`src/rfts_pkg.sv`:
```
// rfts_pkg: shared types, constants and helpers of the range flow table switch
// used by rfts_cell and range_flow_table_switch_unit; no dependencies
`default_nettype none

package rfts_pkg;

   // table geometry and field widths
   localparam int TABLE_DEPTH = 16;
   localparam int MAX_ADDRESS = 1000;
   localparam int IDX_W       = $clog2(TABLE_DEPTH);
   localparam int USED_W      = $clog2(TABLE_DEPTH + 1);
   localparam int ADDR_W      = 10;
   localparam int SW_W        = 3;
   localparam int HOP_W       = 4;
   localparam int CNT_W       = 16;
   localparam int KIND_W      = 3;
   localparam int MODE_W      = 2;
   localparam int FIELD_IDX_W = 4;

   // reset values of the configuration registers
   localparam logic [SW_W-1:0]   SWITCH_ID_RESET  = SW_W'(1);
   localparam logic [ADDR_W-1:0] LOCAL_LOW_RESET  = ADDR_W'(0);
   localparam logic [ADDR_W-1:0] LOCAL_HIGH_RESET = ADDR_W'(1000);

   typedef enum logic [1:0] {
      ACT_FORWARD = 2'd0,
      ACT_DELIVER = 2'd1,
      ACT_DROP    = 2'd2
   } act_type;

   typedef enum logic [MODE_W-1:0] {
      MODE_PACKET = 2'd0,
      MODE_ADD    = 2'd1,
      MODE_READ   = 2'd2
   } mode_type;

   typedef enum logic [KIND_W-1:0] {
      KIND_FORWARD = 3'd0,
      KIND_DELIVER = 3'd1,
      KIND_DROP    = 3'd2,
      KIND_QUERY   = 3'd3,
      KIND_ADDED   = 3'd4,
      KIND_FULL    = 3'd5,
      KIND_READ    = 3'd6,
      KIND_INVALID = 3'd7
   } kind_type;

   typedef enum logic [1:0] {
      ST_IDLE,
      ST_LOOK,
      ST_DONE
   } state_type;

   // broadcast from the controller to every table cell
   typedef struct packed {
      logic              look;
      logic              commit;
      logic              install;
      logic              src_ok;
      logic [ADDR_W-1:0] dst;
      logic [USED_W-1:0] used;
      logic [ADDR_W-1:0] new_low;
      logic [ADDR_W-1:0] new_high;
      act_type           new_action;
      logic [SW_W-1:0]   new_target;
   } cell_ctl_type;

   // what one cell shows back to the controller
   typedef struct packed {
      logic [ADDR_W-1:0] low;
      logic [ADDR_W-1:0] high;
      act_type           action;
      logic [SW_W-1:0]   target;
      logic [CNT_W-1:0]  count;
      logic              first;
   } cell_stat_type;

   // neighbor toward the target switch in the linear chain
   function automatic logic [HOP_W-1:0] next_hop(input logic [SW_W-1:0] target,
                                                 input logic [SW_W-1:0] sid);
      logic [HOP_W-1:0] up;
      logic [HOP_W-1:0] down;
      logic [HOP_W-1:0] tgt;
      up   = HOP_W'(sid) + HOP_W'(1);
      down = (sid == '0) ? '0 : HOP_W'(sid) - HOP_W'(1);
      tgt  = HOP_W'(target);
      if (tgt == up || (sid != '0 && tgt == down)) begin
         next_hop = tgt;
      end else if (target > sid) begin
         next_hop = up;
      end else begin
         next_hop = down;
      end
   endfunction

endpackage

`default_nettype wire

```
`src/rfts_cell.sv`:
```
// rfts_cell: one flow table entry with range compare, hit count and first-hit chain link
// depends on rfts_pkg
`default_nettype none

module rfts_cell (
   input  wire logic                       clock,
   input  wire logic                       reset,
   input  wire logic [rfts_pkg::IDX_W-1:0] cell_index,
   input  wire rfts_pkg::cell_ctl_type     ctl,
   input  wire logic                       hit_in,
   output logic                            hit_out,
   output rfts_pkg::cell_stat_type         stat
);
   import rfts_pkg::*;

   logic [ADDR_W-1:0] low_ff;
   logic [ADDR_W-1:0] high_ff;
   act_type           action_ff;
   logic [SW_W-1:0]   target_ff;
   logic [CNT_W-1:0]  count_ff;
   logic [CNT_W-1:0]  count_in;
   logic              match_ff;
   logic              in_use;
   logic              first;
   logic              write_here;

   assign in_use     = {1'b0, cell_index} < ctl.used;
   assign write_here = ctl.install && ({1'b0, cell_index} == ctl.used);

   // first-hit chain: a cell wins only when no lower entry matched
   assign hit_out = hit_in | match_ff;
   assign first   = match_ff & ~hit_in;

   // range compare, registered while look is set
   always_ff @(posedge clock) begin
      if (ctl.look) begin
         match_ff <= in_use && ctl.src_ok && (low_ff <= ctl.dst) && (ctl.dst <= high_ff);
      end
   end

   // entry contents are written only when the rule is installed
   always_ff @(posedge clock) begin
      if (write_here) begin
         low_ff    <= ctl.new_low;
         high_ff   <= ctl.new_high;
         action_ff <= ctl.new_action;
         target_ff <= ctl.new_target;
      end
   end

   // saturating hit count, set to one when the rule is installed
   always_comb begin
      count_in = count_ff;
      if (write_here) begin
         count_in = CNT_W'(1);
      end else if (ctl.commit && first && count_ff != '1) begin
         count_in = count_ff + CNT_W'(1);
      end
   end

   always_ff @(posedge clock) begin
      if (reset) begin
         count_ff <= '0;
      end else begin
         count_ff <= count_in;
      end
   end

   assign stat.low    = low_ff;
   assign stat.high   = high_ff;
   assign stat.action = action_ff;
   assign stat.target = target_ff;
   assign stat.count  = count_ff;
   assign stat.first  = first;

endmodule

`default_nettype wire

```
`src/range_flow_table_switch_unit.sv`:
```
// range_flow_table_switch_unit: top level, item control, local rule, pending packet, csr
// depends on rfts_pkg and rfts_cell
// an accepted request beat passes the look state (range compare, registered in each
// cell) and the done state (first-hit chain, select and update); its result beat is
// registered once the output is free; new beats are taken only in idle or as done ends
// reset: table counts cleared, one rule in use (local), no pending packet, csr to defaults
`default_nettype none

module range_flow_table_switch_unit (
   input  wire logic                              clock,
   input  wire logic                              reset,
   // request channel
   input  wire logic                              req_valid,
   output logic                                   req_stall,
   input  wire logic [rfts_pkg::MODE_W-1:0]       req_mode,
   input  wire logic [rfts_pkg::ADDR_W-1:0]       req_src_ip,
   input  wire logic [rfts_pkg::ADDR_W-1:0]       req_dst_ip,
   input  wire logic                              req_rule_is_drop,
   input  wire logic [rfts_pkg::ADDR_W-1:0]       req_rule_dst_low,
   input  wire logic [rfts_pkg::ADDR_W-1:0]       req_rule_dst_high,
   input  wire logic [rfts_pkg::SW_W-1:0]         req_rule_switch,
   input  wire logic [rfts_pkg::FIELD_IDX_W-1:0]  req_entry_index,
   // response channel
   output logic                                   rsp_valid,
   input  wire logic                              rsp_stall,
   output logic [rfts_pkg::KIND_W-1:0]            rsp_kind,
   output logic [rfts_pkg::HOP_W-1:0]             rsp_next_switch,
   output logic [rfts_pkg::ADDR_W-1:0]            rsp_out_src,
   output logic [rfts_pkg::ADDR_W-1:0]            rsp_out_dst,
   output logic [rfts_pkg::FIELD_IDX_W-1:0]       rsp_hit_index,
   output logic [rfts_pkg::ADDR_W-1:0]            rsp_entry_dst_low,
   output logic [rfts_pkg::ADDR_W-1:0]            rsp_entry_dst_high,
   output logic [1:0]                             rsp_entry_action,
   output logic [rfts_pkg::SW_W-1:0]              rsp_entry_target,
   output logic [rfts_pkg::CNT_W-1:0]             rsp_entry_count,
   // configuration port
   input  wire logic                              psel,
   input  wire logic                              penable,
   input  wire logic                              pwrite,
   input  wire logic [3:0]                        paddr,
   input  wire logic [31:0]                       pwdata,
   output logic [31:0]                            prdata,
   output logic                                   pready
);
   import rfts_pkg::*;

   localparam logic [1:0] REG_SWITCH_ID  = 2'd0;
   localparam logic [1:0] REG_LOCAL_LOW  = 2'd1;
   localparam logic [1:0] REG_LOCAL_HIGH = 2'd2;

   // configuration registers
   logic [SW_W-1:0]   switch_id_ff;
   logic [ADDR_W-1:0] local_low_ff;
   logic [ADDR_W-1:0] local_high_ff;
   logic              csr_write;

   // control
   state_type state_ff;
   state_type state_in;
   logic      req_fire;
   logic      out_free;
   logic      done_fire;
   logic      look;

   // request beat held through the look and done states
   logic [MODE_W-1:0]      mode_ff;
   logic [ADDR_W-1:0]      src_ff;
   logic [ADDR_W-1:0]      dst_ff;
   logic                   is_drop_ff;
   logic [ADDR_W-1:0]      rlow_ff;
   logic [ADDR_W-1:0]      rhigh_ff;
   logic [SW_W-1:0]        rsw_ff;
   logic [FIELD_IDX_W-1:0] idx_ff;

   // table state outside the cells
   logic [USED_W-1:0] used_ff;
   logic [USED_W-1:0] used_in;
   logic [CNT_W-1:0]  count0_ff;
   logic [CNT_W-1:0]  count0_in;
   logic              local_match_ff;
   logic [ADDR_W-1:0] pend_src_ff;
   logic [ADDR_W-1:0] pend_dst_ff;
   logic              pend_valid_ff;
   logic [ADDR_W-1:0] pend_src_in;
   logic [ADDR_W-1:0] pend_dst_in;
   logic              pend_valid_in;

   // cell row
   cell_ctl_type  ctl;
   cell_stat_type stat [1:TABLE_DEPTH-1];
   logic          chain [0:TABLE_DEPTH-1];
   logic          src_ok;
   logic          table_full;
   logic          hit;
   logic [IDX_W-1:0] hit_idx;
   logic [IDX_W-1:0] sel_idx;
   logic [ADDR_W-1:0] sel_low;
   logic [ADDR_W-1:0] sel_high;
   act_type           sel_action;
   logic [SW_W-1:0]   sel_target;
   logic [CNT_W-1:0]  sel_count;
   logic              commit;
   logic              install;

   // response register
   logic                   rsp_valid_ff;
   kind_type               kind_ff;
   kind_type               kind_in;
   logic [HOP_W-1:0]       next_sw_ff;
   logic [HOP_W-1:0]       next_sw_in;
   logic [ADDR_W-1:0]      out_src_ff;
   logic [ADDR_W-1:0]      out_src_in;
   logic [ADDR_W-1:0]      out_dst_ff;
   logic [ADDR_W-1:0]      out_dst_in;
   logic [FIELD_IDX_W-1:0] hit_index_ff;
   logic [FIELD_IDX_W-1:0] hit_index_in;
   logic [ADDR_W-1:0]      e_low_ff;
   logic [ADDR_W-1:0]      e_low_in;
   logic [ADDR_W-1:0]      e_high_ff;
   logic [ADDR_W-1:0]      e_high_in;
   logic [1:0]             e_action_ff;
   logic [1:0]             e_action_in;
   logic [SW_W-1:0]        e_target_ff;
   logic [SW_W-1:0]        e_target_in;
   logic [CNT_W-1:0]       e_count_ff;
   logic [CNT_W-1:0]       e_count_in;

   // csr access
   assign pready    = 1'b1;
   assign csr_write = psel && penable && pwrite && pready;

   always_ff @(posedge clock) begin
      if (reset) begin
         switch_id_ff  <= SWITCH_ID_RESET;
         local_low_ff  <= LOCAL_LOW_RESET;
         local_high_ff <= LOCAL_HIGH_RESET;
      end else if (csr_write) begin
         case (paddr[3:2])
            REG_SWITCH_ID:  switch_id_ff  <= pwdata[SW_W-1:0];
            REG_LOCAL_LOW:  local_low_ff  <= pwdata[ADDR_W-1:0];
            REG_LOCAL_HIGH: local_high_ff <= pwdata[ADDR_W-1:0];
            default: ;
         endcase
      end
   end

   always_comb begin
      case (paddr[3:2])
         REG_SWITCH_ID:  prdata = 32'(switch_id_ff);
         REG_LOCAL_LOW:  prdata = 32'(local_low_ff);
         REG_LOCAL_HIGH: prdata = 32'(local_high_ff);
         default:        prdata = '0;
      endcase
   end

   // handshake
   assign out_free = !rsp_valid_ff || !rsp_stall;
   assign req_fire = req_valid && !req_stall;

   // next state
   always_comb begin
      state_in = state_ff;
      case (state_ff)
         ST_IDLE: if (req_fire) state_in = ST_LOOK;
         ST_LOOK: state_in = ST_DONE;
         ST_DONE: begin
            if (out_free) state_in = req_fire ? ST_LOOK : ST_IDLE;
         end
         default: state_in = ST_IDLE;
      endcase
   end

   always_ff @(posedge clock) begin
      if (reset) begin
         state_ff <= ST_IDLE;
      end else begin
         state_ff <= state_in;
      end
   end

   // state outputs
   always_comb begin
      look      = 1'b0;
      done_fire = 1'b0;
      req_stall = 1'b1;
      case (state_ff)
         ST_IDLE: req_stall = 1'b0;
         ST_LOOK: look = 1'b1;
         ST_DONE: begin
            done_fire = out_free;
            req_stall = !out_free;
         end
         default: ;
      endcase
   end

   // capture the request beat
   always_ff @(posedge clock) begin
      if (req_fire) begin
         mode_ff    <= req_mode;
         src_ff     <= req_src_ip;
         dst_ff     <= req_dst_ip;
         is_drop_ff <= req_rule_is_drop;
         rlow_ff    <= req_rule_dst_low;
         rhigh_ff   <= req_rule_dst_high;
         rsw_ff     <= req_rule_switch;
         idx_ff     <= req_entry_index;
      end
   end

   // local delivery rule is entry 0, compared alongside the cells
   assign src_ok = 32'(src_ff) <= 32'(MAX_ADDRESS);

   always_ff @(posedge clock) begin
      if (look) begin
         local_match_ff <= src_ok && (local_low_ff <= dst_ff) && (dst_ff <= local_high_ff);
      end
   end

   // broadcast to the cell row
   assign table_full = 32'(used_ff) >= 32'(TABLE_DEPTH);
   assign commit     = done_fire && (mode_ff == MODE_PACKET) && hit;
   assign install    = done_fire && (mode_ff == MODE_ADD) && !table_full;

   assign ctl.look       = look;
   assign ctl.commit     = commit;
   assign ctl.install    = install;
   assign ctl.src_ok     = src_ok;
   assign ctl.dst        = dst_ff;
   assign ctl.used       = used_ff;
   assign ctl.new_low    = rlow_ff;
   assign ctl.new_high   = is_drop_ff ? rlow_ff : rhigh_ff;
   assign ctl.new_action = is_drop_ff ? ACT_DROP : ACT_FORWARD;
   assign ctl.new_target = is_drop_ff ? '0 : rsw_ff;

   assign chain[0] = local_match_ff;

   for (genvar g = 1; g < TABLE_DEPTH; g++) begin : g_cell
      rfts_cell u_cell (
         .clock      (clock),
         .reset      (reset),
         .cell_index (IDX_W'(g)),
         .ctl        (ctl),
         .hit_in     (chain[g-1]),
         .hit_out    (chain[g]),
         .stat       (stat[g])
      );
   end

   assign hit = chain[TABLE_DEPTH-1];

   // one-hot first hit to index
   always_comb begin
      hit_idx = '0;
      for (int i = 1; i < TABLE_DEPTH; i++) begin
         if (stat[i].first) hit_idx = hit_idx | IDX_W'(i);
      end
   end

   // entry select for packet action or table read
   assign sel_idx = (mode_ff == MODE_READ) ? IDX_W'(idx_ff) : hit_idx;

   always_comb begin
      sel_low    = local_low_ff;
      sel_high   = local_high_ff;
      sel_action = ACT_DELIVER;
      sel_target = '0;
      sel_count  = count0_ff;
      for (int i = 1; i < TABLE_DEPTH; i++) begin
         if (sel_idx == IDX_W'(i)) begin
            sel_low    = stat[i].low;
            sel_high   = stat[i].high;
            sel_action = stat[i].action;
            sel_target = stat[i].target;
            sel_count  = stat[i].count;
         end
      end
   end

   // result and state update for the item in its last cycle
   always_comb begin
      kind_in       = KIND_INVALID;
      next_sw_in    = '0;
      out_src_in    = '0;
      out_dst_in    = '0;
      hit_index_in  = '0;
      e_low_in      = '0;
      e_high_in     = '0;
      e_action_in   = '0;
      e_target_in   = '0;
      e_count_in    = '0;
      used_in       = used_ff;
      pend_src_in   = pend_src_ff;
      pend_dst_in   = pend_dst_ff;
      pend_valid_in = pend_valid_ff;
      case (mode_ff)
         MODE_PACKET: begin
            out_src_in = src_ff;
            out_dst_in = dst_ff;
            if (hit) begin
               hit_index_in = FIELD_IDX_W'(hit_idx);
               case (sel_action)
                  ACT_FORWARD: begin
                     kind_in    = KIND_FORWARD;
                     next_sw_in = next_hop(sel_target, switch_id_ff);
                  end
                  ACT_DELIVER: kind_in = KIND_DELIVER;
                  default:     kind_in = KIND_DROP;
               endcase
            end else begin
               kind_in       = KIND_QUERY;
               pend_src_in   = src_ff;
               pend_dst_in   = dst_ff;
               pend_valid_in = 1'b1;
            end
         end
         MODE_ADD: begin
            if (table_full) begin
               kind_in = KIND_FULL;
            end else begin
               used_in      = used_ff + USED_W'(1);
               hit_index_in = FIELD_IDX_W'(used_ff);
               if (pend_valid_ff) begin
                  out_src_in = pend_src_ff;
                  out_dst_in = pend_dst_ff;
               end
               if (!is_drop_ff && pend_valid_ff) begin
                  kind_in    = KIND_FORWARD;
                  next_sw_in = next_hop(rsw_ff, switch_id_ff);
               end else begin
                  kind_in = KIND_ADDED;
               end
               pend_valid_in = 1'b0;
               pend_src_in   = '0;
               pend_dst_in   = '0;
            end
         end
         MODE_READ: begin
            hit_index_in = idx_ff;
            if (32'(idx_ff) < 32'(used_ff)) begin
               kind_in     = KIND_READ;
               e_low_in    = sel_low;
               e_high_in   = sel_high;
               e_action_in = sel_action;
               e_target_in = sel_target;
               e_count_in  = sel_count;
            end
         end
         default: kind_in = KIND_INVALID;
      endcase
   end

   // entry 0 hit count
   always_comb begin
      count0_in = count0_ff;
      if (commit && local_match_ff && count0_ff != '1) begin
         count0_in = count0_ff + CNT_W'(1);
      end
   end

   always_ff @(posedge clock) begin
      if (reset) begin
         used_ff       <= USED_W'(1);
         count0_ff     <= '0;
         pend_src_ff   <= '0;
         pend_dst_ff   <= '0;
         pend_valid_ff <= 1'b0;
      end else begin
         count0_ff <= count0_in;
         if (done_fire) begin
            used_ff       <= used_in;
            pend_src_ff   <= pend_src_in;
            pend_dst_ff   <= pend_dst_in;
            pend_valid_ff <= pend_valid_in;
         end
      end
   end

   // response register
   always_ff @(posedge clock) begin
      if (reset) begin
         rsp_valid_ff <= 1'b0;
      end else if (done_fire) begin
         rsp_valid_ff <= 1'b1;
      end else if (!rsp_stall) begin
         rsp_valid_ff <= 1'b0;
      end
   end

   always_ff @(posedge clock) begin
      if (done_fire) begin
         kind_ff      <= kind_in;
         next_sw_ff   <= next_sw_in;
         out_src_ff   <= out_src_in;
         out_dst_ff   <= out_dst_in;
         hit_index_ff <= hit_index_in;
         e_low_ff     <= e_low_in;
         e_high_ff    <= e_high_in;
         e_action_ff  <= e_action_in;
         e_target_ff  <= e_target_in;
         e_count_ff   <= e_count_in;
      end
   end

   assign rsp_valid          = rsp_valid_ff;
   assign rsp_kind           = kind_ff;
   assign rsp_next_switch    = next_sw_ff;
   assign rsp_out_src        = out_src_ff;
   assign rsp_out_dst        = out_dst_ff;
   assign rsp_hit_index      = hit_index_ff;
   assign rsp_entry_dst_low  = e_low_ff;
   assign rsp_entry_dst_high = e_high_ff;
   assign rsp_entry_action   = e_action_ff;
   assign rsp_entry_target   = e_target_ff;
   assign rsp_entry_count    = e_count_ff;

   // rule count stays between the local rule alone and a full table
   a_used_range: assert property (@(posedge clock) disable iff (reset)
      used_ff >= USED_W'(1) && 32'(used_ff) <= 32'(TABLE_DEPTH))
      else $error("rule count out of range");

   // an accepted beat always starts the compare cycle
   a_accept_look: assert property (@(posedge clock) disable iff (reset)
      req_fire |=> state_ff == ST_LOOK)
      else $error("accepted beat did not enter compare");

   // a miss leaves a pending packet behind
   a_miss_pending: assert property (@(posedge clock) disable iff (reset)
      (done_fire && mode_ff == MODE_PACKET && !hit) |=> pend_valid_ff)
      else $error("miss did not hold the packet");

   // a finished item always produces a response beat
   a_done_rsp: assert property (@(posedge clock) disable iff (reset)
      done_fire |=> rsp_valid_ff)
      else $error("finished item without response beat");

endmodule

`default_nettype wire

```
`config.mk`:
```
export PLATFORM = sky130hd
export DESIGN_NAME = range_flow_table_switch_unit
export DESIGN_NICKNAME = d
export VERILOG_FILES = /design/src/rfts_pkg.sv /design/src/rfts_cell.sv /design/src/range_flow_table_switch_unit.sv
export SDC_FILE = /design/constraint.sdc
export NUM_CORES = 2
export LEC_CHECK = 0
export ABC_CLOCK_PERIOD_IN_PS = 8100
export BUFFER_PORTS_ARGS = -buffer_cell sky130_fd_sc_hd__buf_2
export CAP_MARGIN = 20
export CORE_MARGIN = 2
export CORE_UTILIZATION = 55
export CTS_CLUSTER_DIAMETER = 200
export DETAILED_ROUTE_END_ITERATION = 8
export PLACE_DENSITY = 0.75
export SETUP_SLACK_MARGIN = 0.02
export SLEW_MARGIN = 20
export SYNTH_ARGS = -nofsm -noshare
export SYNTH_HDL_FRONTEND = slang
export SYNTH_HIERARCHICAL = 1
export SYNTH_SLANG_ARGS = --single-unit
```
`constraint.sdc`:
```
create_clock -name clock -period 8.1 [get_ports clock]
set_clock_uncertainty 0.05 [all_clocks]
set_input_delay 0.81 -clock clock [delete_from_list [all_inputs] [get_ports clock]]
set_output_delay 0.81 -clock clock [all_outputs]
set_load 0.02 [all_outputs]
```
==> results.cfg <==
[yosys]
synth_edf_count = 513
async_reset_ff_frac = 0
synth-seq-cells = 821
synthCells = 5326
syn_area_um2 = 50150
ys_warn_count = 6
synth_ff_type = edfxtp_1
synth_seq_area_share = 0.4301
syn-mean-instance-area_um2 = 9.417
yosysUniqueCellTypes = 96

[worst_setup_path]
reg2reg_depth = 26
required_ns = 8.60
slowest_delay_ns = 0.93
reg2reg_to = rsp_entry_dst_high[1]
reg2reg_from = g_cell[1].u_cell/match_ff
cp-start-kind = flop
cp_slowest_cell = o21ai_1
critical_path_class = flop to flop
critical_path.n_buffers_inverters = 5
crit_arrival_ns = 8.48
end_kind = flop
cpMostUsedCell = or2_2
ff2ff_setup_slack_ns = 0.11
crit_fanout = 23
critical_path.top_delay_family = simple AND/OR/NAND/NOR gates

[clocking]
hold_buffers = 0
clock_sinks = 821
path_clk_slew_ns = 0.06
cts_max_level = 3
root_buffer = clkbuf_16
tritoncts = yes
cts_buffer_depth = 3
cts_made_buffers = 92
clock_latency_ns = 0.70

[grt]
grt_overflow = 0
groute.usage.overall = 0.3792
grt_pass1_vias = 42990
grt_pass1_wl_mm = 267.6
antenna_found_initial = 4
grt_max_degree = 63

[cells_and_area]
finalNonFillerCells = 6939
syn2layout_area_growth_pct = 13.67
drive_above_1_share = 0.1302
nets = 6189

[sta]
worst_pin_slew_ns = 1.176
final_max_slew_viol_count = 0
period_needed_ns = 7.989
setup_viol = 0
max_freq_mhz = 125.2
finalHoldViolCount = 0
period_share = 0.9863
relSlewSlack = 0.2107

[floorplanning]
ioPinCount = 200
fp.dieH_um = 306.0
core_um2 = 90150
fp-row-count = 110
die_w_um = 306.0
die_area_um2 = 93620
start_util = 0.5563

[power_and_ir_drop]
vdd_drop_max_uv = 179.6
p_total_mw = 10.19
p_leak_nw = 22.35
powerDensity_nw_per_um2 = 178.7

[routing]
drt-pass1-iter-count = 7
vias = 45760
routedWlPerCell_um = 26.18
viasPerCell = 6.594
drt_iter0_drc = 6383
wirelength_mm = 181.7
final_antenna_net_count = 0
drc = 0

[min_path]
worstHoldStart = req_rule_dst_high[3]
hp-class = primary input to flop
hold_end = rhigh_ff[3]
whs_path_depth = 1

[placed_design]
place_inst = 6754
hpwlAfterDp_mm = 130.3
place.gp.congestion = 1.038
portBuffers = 152

[flow_run]
max_cap_viol_count = 0

[outcome]
status = complete, no violations
[flip-flops by register name, indices dropped and copies added (netlist names), 5 cells and up]
signal	flops
count0_ff	16
dst_ff	10
g_cell.u_cell/action_ff	30
g_cell.u_cell/count_ff	240
g_cell.u_cell/high_ff	150
g_cell.u_cell/low_ff	150
g_cell.u_cell/match_ff	15
g_cell.u_cell/target_ff	45
local_high_ff	10
local_low_ff	10
pend_dst_ff	10
pend_src_ff	10
rhigh_ff	10
rlow_ff	10
rsp_entry_count	16
rsp_entry_dst_high	10
rsp_entry_dst_low	10
rsp_out_dst	10
rsp_out_src	10
src_ff	10
used_ff	5
[cells in the final DEF (no fill, tap or decap), types with 38 or more instances in the layout]
cell and count:
clkbuf_16 97, a211oi_1 81, nand3_1 151, or2_2 40, nor3_1 44, buf_4 267
ha_1 410, nand2b_1 148, edfxtp_1 513, buf_2 151, a22oi_1 40, o22ai_1 56
a31oi_1 81, and3_1 56, a22o_1 38, o21ai_0 227, dfxtp_1 307, conb_1 98
a21oi_1 443, inv_1 486, nor2_1 252, nand2_1 620, mux2i_1 159, nand4_1 116
[layout make-up]
class,count,area [µm²]
diodes,2,5.005
clock buffers,126,2626
clock inverters,44,382.9
fillers,7386,33140
inverters,489,1837
multi-input cells,3847,26070
flip-flops and latches,821,21570
well taps,1176,1471
repair buffers,434,3043
[report_power, final]
| group | internal [mW] | switching, mW | leakage, nW |
|---|---|---|---|
| Combinational | 0.481 | 0.942 | 13.7 |
| Clock | 2.45 | 1.79 | 1.48 |
| Sequential | 4.48 | 0.0388 | 7.18 |
[per-layer routing]
layer / wire, µm / part of all wire / global-route usage / vias up
met5: 42 / 0.00023 / 0 / -
met4: 11550 / 0.064 / 0.2099 / 6
met3: 23470 / 0.13 / 0.1032 / 644
met2: 76550 / 0.42 / 0.5607 / 3040
met1: 70070 / 0.39 / 0.5036 / 21790
li1: - / - / - / 20280
[cell usage after synthesis, types with 31 or more instances]
| cell | n | share of area |
|---|---|---|
| nand4_1 | 116 | 0.014 |
| xor2_1 | 32 | 0.0056 |
| a221oi_1 | 31 | 0.0054 |
| mux2i_1 | 159 | 0.032 |
| nand2b_1 | 148 | 0.018 |
| ha_1 | 411 | 0.10 |
| nand3_1 | 151 | 0.015 |
| o22ai_1 | 57 | 0.0071 |
| a22o_1 | 38 | 0.0066 |
| o21ai_0 | 230 | 0.023 |
| nor3_1 | 47 | 0.0047 |
| buf_2 | 52 | 0.0052 |
| inv_1 | 489 | 0.037 |
| edfxtp_1 | 513 | 0.31 |
| a311oi_1 | 33 | 0.0058 |
| nand2_1 | 622 | 0.047 |
| nor2_1 | 274 | 0.021 |
| and4_1 | 36 | 0.0063 |
| dfxtp_1 | 308 | 0.12 |
| buf_4 | 72 | 0.011 |
| a22oi_1 | 40 | 0.0060 |
| or2_2 | 44 | 0.0055 |
| a211oi_1 | 82 | 0.012 |
| and3_1 | 56 | 0.0070 |
| a31oi_1 | 84 | 0.010 |
| clkbuf_1 | 122 | 0.0091 |
| a21oi_1 | 448 | 0.045 |
[what timing repair did]
item,in CTS,in global routing
setup buffers,4,6
setup endpoints to repair,18,42
gates resized for setup,12,33
pin swaps,6,14
gates cloned,1,0
[kinds of logic after synthesis]
logic type,after synthesis,share of synthesized area
AO/OA/AOI/OAI,1375,0.1788
XOR/XNOR,41,0.007160
adder cells (fa/ha/maj),411,0.1025
buffers and inverters,755,0.06446
flip-flops,821,0.4301
multiplexers,174,0.03518
other,2,0.0001497
AND/OR/NAND/NOR,1747,0.1816
[worst max path at each step]
| stage | startpoint | end | cells after the start |
|---|---|---|---|
| floorplan | local_match_ff | rsp_next_switch[2] | 31 |
| global placement | g_cell[1].u_cell/match_ff | rsp_next_switch[2] | 31 |
| detailed placement | g_cell[1].u_cell/match_ff | rsp_next_switch[2] | 31 |
| CTS | g_cell[1].u_cell/match_ff | rsp_next_switch[2] | 31 |
| global route | g_cell[1].u_cell/match_ff | rsp_next_switch[2] | 31 |
| finish | g_cell[1].u_cell/match_ff | rsp_entry_dst_high[1] | 26 |
[metrics by stage]
step | hold WS (ns) | TNS (ns) | instance area [µm²] | util | setup WS, ns
3_5_place_dp | 0.4212 | -0.5638 | 53630 | 0.5949 | -0.1278
2_1_floorplan | 0.3971 | 0 | 50510 | - | 0.4902
4_1_cts | 0.2188 | 0 | 56730 | 0.6293 | 0.0001119
3_3_place_gp | 0.4190 | -0.09672 | 53610 | 0.5946 | -0.05105
5_1_grt | 0.2306 | -0.04371 | 57000 | 0.6323 | -0.04371
6_report | 0.2363 | 0 | 57010 | 0.6324 | 0.1108
Power figures use the tool's default switching activity.
